$ cat src/design/circle_segment_collision_point_macros.svh
// ---------------------------------------------------------------------------
// Circle/segment collision point: assertion macros
// Shared concurrent assertion forms for the collision point design.
// ---------------------------------------------------------------------------
`ifndef CIRCLE_SEGMENT_COLLISION_POINT_MACROS_SVH
`define CIRCLE_SEGMENT_COLLISION_POINT_MACROS_SVH

// Same-cycle implication, disabled while reset is high.
`define CSCP_ASSERT_IMPL(lbl, clk, rst, ante, cons, msg) \
   lbl: assert property (@(posedge clk) disable iff (rst) (ante) |-> (cons)) \
      else $error(msg);

// Next-cycle implication, disabled while reset is high.
`define CSCP_ASSERT_NEXT(lbl, clk, rst, ante, cons, msg) \
   lbl: assert property (@(posedge clk) disable iff (rst) (ante) |=> (cons)) \
      else $error(msg);

`endif

$ cat src/design/cscp_div.sv
// ---------------------------------------------------------------------------
// Pipelined restoring divider
// Unsigned division, one quotient bit per register stage, with stage enables.
// ---------------------------------------------------------------------------
module cscp_div #(
   parameter int NUM_W = 37,
   parameter int DEN_W = 25,
   parameter int QB    = 11
) (
   input  logic             clock,
   input  logic [QB-1:0]    en,
   input  logic [NUM_W-1:0] num,
   input  logic [DEN_W-1:0] den,
   output logic [QB-1:0]    quo
);

   localparam int CW = ((NUM_W > DEN_W + QB) ? NUM_W : DEN_W + QB) + 1;

   logic [CW-1:0]    rem_ff [QB];
   logic [DEN_W-1:0] den_ff [QB];
   logic [QB-1:0]    quo_ff [QB];

   // The caller guarantees num < den * 2**QB whenever the quotient matters.
   for (genvar j = 0; j < QB; j++) begin : g_step
      logic [CW-1:0]    rem_prev;
      logic [CW-1:0]    trial;
      logic [DEN_W-1:0] den_prev;
      logic [QB-1:0]    quo_prev;
      logic             fits;

      if (j == 0) begin : g_first
         assign rem_prev = CW'(num);
         assign den_prev = den;
         assign quo_prev = '0;
      end else begin : g_next
         assign rem_prev = rem_ff[j-1];
         assign den_prev = den_ff[j-1];
         assign quo_prev = quo_ff[j-1];
      end

      assign trial = CW'(den_prev) << (QB - 1 - j);
      assign fits  = (rem_prev >= trial);

      always_ff @(posedge clock) begin
         if (en[j]) begin
            rem_ff[j] <= fits ? (rem_prev - trial) : rem_prev;
            den_ff[j] <= den_prev;
            quo_ff[j] <= quo_prev | (QB'(fits) << (QB - 1 - j));
         end
      end
   end

   assign quo = quo_ff[QB-1];

endmodule

$ cat config.mk
export PLATFORM = sky130hd
export DESIGN_NAME = cscp_div
export DESIGN_NICKNAME = d
export VERILOG_FILES = /design/src/design/circle_segment_collision_point_macros.svh /design/src/design/cscp_div.sv
export SDC_FILE = /design/constraint.sdc
export NUM_CORES = 1
export LEC_CHECK = 0
export BUFFER_PORTS_ARGS = -buffer_cell sky130_fd_sc_hd__buf_2
export CORE_MARGIN = 5
export CORE_UTILIZATION = 61
export CTS_CLUSTER_SIZE = 40
export DETAILED_ROUTE_END_ITERATION = 8
export HOLD_SLACK_MARGIN = 0.15
export PLACE_DENSITY_LB_ADDON = 0.25
export SKIP_LAST_GASP = 1
export SYNTH_ARGS = -nofsm -noshare
export SYNTH_HDL_FRONTEND = slang
export SYNTH_SLANG_ARGS = --single-unit
$ cat constraint.sdc
create_clock -name clock -period 3.7 [get_ports clock]
set_clock_uncertainty 0.05 [all_clocks]
set_input_delay 0 -clock clock [delete_from_list [all_inputs] [get_ports clock]]
set_output_delay 0 -clock clock [all_outputs]
set_load 0.02 [all_outputs]
* Word level (Yosys, flattened, before mapping) *
Memories as Yosys holds them, arrays and structs flattened.
Index checks and enable logic that the tools add are counted.

storage, ports and cells
  flip-flop bits (word level) = 0
  memory bits (writable) = 814
  memories kept = 3

memory list
  memory  depth  width  read ports  clocked after memory_dff  wr ports  line            RTL
  rem_ff  11     38     10          0                         11        cscp_div.sv:19  logic [CW-1:0] rem_ff [QB];
  den_ff  11     25     10          0                         11        cscp_div.sv:20  logic [DEN_W-1:0] den_ff [QB];
  quo_ff  11     11     11          0                         11        cscp_div.sv:21  logic [QB-1:0] quo_ff [QB];

cells by class
  $add $sub $neg = 11
  $lt $le $gt $ge = 11
  mux-type cells = 33
  bitwise gates (word level) = 10

operators with widths
  cell                                                            count
  38-bit two-way mux                                              11
  38-bit by 25-bit greater-or-equal comparator with 1-bit output  1
  38-bit by 26-bit greater-or-equal comparator with 1-bit output  1
  38-bit by 27-bit greater-or-equal comparator with 1-bit output  1
  38-bit by 28-bit greater-or-equal comparator with 1-bit output  1
  38-bit by 29-bit greater-or-equal comparator with 1-bit output  1
  38-bit by 30-bit greater-or-equal comparator with 1-bit output  1
  38-bit by 31-bit greater-or-equal comparator with 1-bit output  1
  38-bit by 32-bit greater-or-equal comparator with 1-bit output  1
  38-bit by 33-bit greater-or-equal comparator with 1-bit output  1
  38-bit by 34-bit greater-or-equal comparator with 1-bit output  1
  37-bit by 35-bit subtractor with 38-bit output                  1
  38-bit by 25-bit subtractor with 38-bit output                  1
  38-bit by 26-bit subtractor with 38-bit output                  1
  38-bit by 27-bit subtractor with 38-bit output                  1
  38-bit by 28-bit subtractor with 38-bit output                  1
  38-bit by 29-bit subtractor with 38-bit output                  1
  38-bit by 30-bit subtractor with 38-bit output                  1
  38-bit by 31-bit subtractor with 38-bit output                  1
  38-bit by 32-bit subtractor with 38-bit output                  1
  38-bit by 33-bit subtractor with 38-bit output                  1
  38-bit by 34-bit subtractor with 38-bit output                  1
  37-bit by 35-bit greater-or-equal comparator with 1-bit output  1
  1-bit two-way mux                                               22
  other kinds (10)                                                10

* Longest topological paths before layout *
An unclocked memory read counts as a cell.

  depth after elaboration = 3
  gate-level depth with buffers = 14
  gate-level depth less buffers = 13

* Worst setup path before layout *
Ideal clock, no wire load.

  kind = register to register
  start point = memory rem_ff[5][4] (netlist name)
  end point = memory rem_ff[6][16] (netlist name) (data pin)
  library setup time = 0.260 ns
  data arrival time = 2.928 ns
  required time = 3.390 ns
  setup slack = 0.462 ns
  cell stages (with the launch flop) = 14
  path buffers = 2
  clock period less this slack = 3.238 ns
  cell sequence = edfxtp_1 > inv_1 > ha_1 > inv_1 > fa_1 > a211oi_1 > nor2_1 > o31a_1 > a211o_1 > o21ai_1 > o211ai_1 > clkbuf_1 > buf_2 > mux2_2

RTL lines
  what                line
  start: declaration  cscp_div.sv:19

==> impl_metrics.toml <==
[floorplan]
initial_core_util_pct = 61.6
die-area_um2 = 70300
fp-row-count = 93
core-area_um2 = 64500
io_pins = 85
die_h_um = 265
fp.dieW_um = 265

[clocking]
cts_tree = "built"
cts_root_buffer = "clkbuf_16"
clk_pin_slew_ps = 60
clock_latency_ps = 630
cts.sinks = 696
cts_htree_levels = 3
clockBufferDepth = 3
numCtsBuffers = 75

[synth]
synth_edf_count = 696
syn_nets = 3968
ys_seq_area_share_pct = 52.6
ys.flop_type = "edfxtp_1"
syn_area_um2 = 39700
avgSynthCellArea_um2 = 11.0
ys_ff_latch = 696
async_reset_ff_share_pct = 0
yosys_warnings = 0
yosysUniqueCellTypes = 95
synth_cells = 3609

[global_route]
grt_pass1_vias = 28600
grt.overflow.total = 0
antenna_found_initial = 2
grt_max_degree = 74
grt_pass1_wl_mm = 141
grtUsageTotal_pct = 24.6

[sta]
fmax_mhz = 277
slew_viol_final = 0
slew_headroom_pct = 35.4
setup_viol = 0
hold_ws_ps = 180
period_share_pct = 97.7
worstMarginPinSlew_ps = 969
period_needed_ps = 3610
hold_viol = 0

[cells_and_area]
area_growth_syn_to_layout_pct = 14.6
ff_latch_area_um2 = 20900
final_common_cell = "edfxtp_1"
fin_cells = 4824
nFillCells = 4574
drive_above_1_share_pct = 10.3
final_cell_mix = "696 x edfxtp_1, 354 x inv_1, 288 x nand2_1"
final_cell_area_um2 = 45500
final_nets = 4269
diodes = 0
multi_input_area_um2 = 17200

[power]
switching_share_pct = 34.8
clkPwrFrac_pct = 22.9
power_frac_comb_pct = 39.2
max-vdd-ir-drop_v = 0.000440
power.density_nw_per_um2 = 710
internal_power_mw = 21.0
seq_power_share_pct = 37.9
p_switching_mw = 11.3
p_leak_nw = 18.3

[critical_path]
endpoint_kind = "register"
crit_fanout = 5
arrival_ps = 4050
critPathRequiredTime_ps = 4140
r2r_slack_ps = 110
r2r_cells = 14
startpoint_type = "input pin"
cp-endpoint = "rem_ff[0][37]$_SDFFCE_PP0P_"
startpoint = "num[10]"
rr_startpoint = "rem_ff[6][3]$_DFFE_PP_"
worstSetupPathType = "input pin to register"
r2r-end = "rem_ff[7][35]$_DFFE_PP_"

[placement]
placed_cells = 4566
io_buffers = 84
gp_congestion = 0.942
hpwl_mm = 65.2
place_area_um2 = 41800

[min_path]
min_from = "num[28]"
hp-class = "input pin to register"

[detailed_routing]
wl_per_cell_um = 18.0
drtIter0Drc = 1531
drtPass1Iterations = 5
final_antenna_net_count = 0
vias = 28000
wl_mm = 86.9
drc_errors = 0
vias_per_cell = 5.79

[job]
cap_violations = 0

[run_status]
status = "complete, no violations"
## cell usage after synthesis (56+ instances only)
cell | count | area (um2)
nand2_1 | 288 | 1080
nand4_1 | 56 | 350
xor2_1 | 124 | 1090
clkbuf_1 | 65 | 244
a21oi_1 | 277 | 1390
nor2_1 | 194 | 728
o21a_1 | 56 | 420
edfxtp_1 | 696 | 20900
ha_1 | 275 | 3440
nor3_1 | 63 | 315
inv_1 | 354 | 1330
a21o_1 | 133 | 998
xnor2_1 | 147 | 1290
o21ai_0 | 257 | 1290
## repair_timing
item / CTS / global route
endpoints found under the hold margin: 511 / 0
resized for setup: 0 / 16
buffers inserted: 0 / 2
endpoints found under the setup margin: 0 / 51
hold buffers: 119 / 0
## power by group through the flow
stage | Combinational [mW] | Sequential (mW) | Clock (mW)
after floorplan | 9.30 | 12.0 | 0
after global placement | 12.2 | 12.4 | 0
after detailed placement | 12.3 | 12.4 | 0
after CTS | 12.5 | 12.2 | 7.55
after global routing | 14.1 | 12.4 | 7.88
final | 12.7 | 12.2 | 7.39
## area by class of cell
type                       count  area share, %
clock buffer                  86           4.26
tap                          855           2.35
sequential                   696           45.9
inverter                     354           2.92
multi-input combinational   2467           37.9
clock inverter                50           1.14
timing repair buffer         316           5.54
## sequential cells by signal (all words and copies together) (netlist names)
signal,cells
den_ff,250
quo_ff,66
rem_ff,380
## worst max-delay path, stage by stage
cell,delay (ps)
dlygate4sd3_1,520
buf_2,120
inv_1,50
ha_1,210
fa_1,420
nor2b_1,170
o21a_1,210
o21bai_2,150
a2111oi_4,300
buf_4,190
nor4_2,50
buf_4,160
nor3_2,210
o21a_2,330
o21ai_0,180
nor3_1,190
dlygate4sd3_1,580
## stage by stage
step	setup TNS, ps	worst slack (ps)	utilization [%]	total power, mW
floorplan	0	462	-	21.3
global placement	0	132	64.8	24.5
detailed placement	0	79.8	64.8	24.7
CTS	0	52.2	70.4	32.3
global route	-61.8	-45.0	70.6	34.4
finish	0	86.0	70.6	32.3
## per-layer routing
| layer | share of wire (%) | vias to the layer above | GRT usage (%) |
|---|---|---|---|
| li1 | - | 13900 | - |
| met1 | 36 | 13000 | 25.9 |
| met2 | 54 | 763 | 47.3 |
| met3 | 3.4 | 301 | 2.70 |
| met4 | 6.6 | 0 | 14.0 |
| met5 | 0 | - | 0 |
## logic make-up after synthesis
family	count (synthesis)	synth area share, %
adders and majority gates	285	9.16
buffers and inverters	447	4.38
muxes	53	1.50
xor gates and xnor gates	271	5.97
DFF	696	52.6
AOI/OAI and AO/OA	963	15.3
and+or+nand+nor	894	11.1
## worst min-delay path by stage
stage	end	slack [ps]	depth (start not counted)
after floorplan	den_ff[0][0]$_DFFE_PP_	50	0
after global placement	den_ff[0][22]$_DFFE_PP_	140	1
after detailed placement	rem_ff[0][1]$_DFFE_PP_	140	1
after CTS	rem_ff[0][28]$_DFFE_PP_	160	3
after global routing	rem_ff[0][28]$_DFFE_PP_	190	3
final	rem_ff[0][28]$_DFFE_PP_	180	3
(Power assumes the default switching activity.)
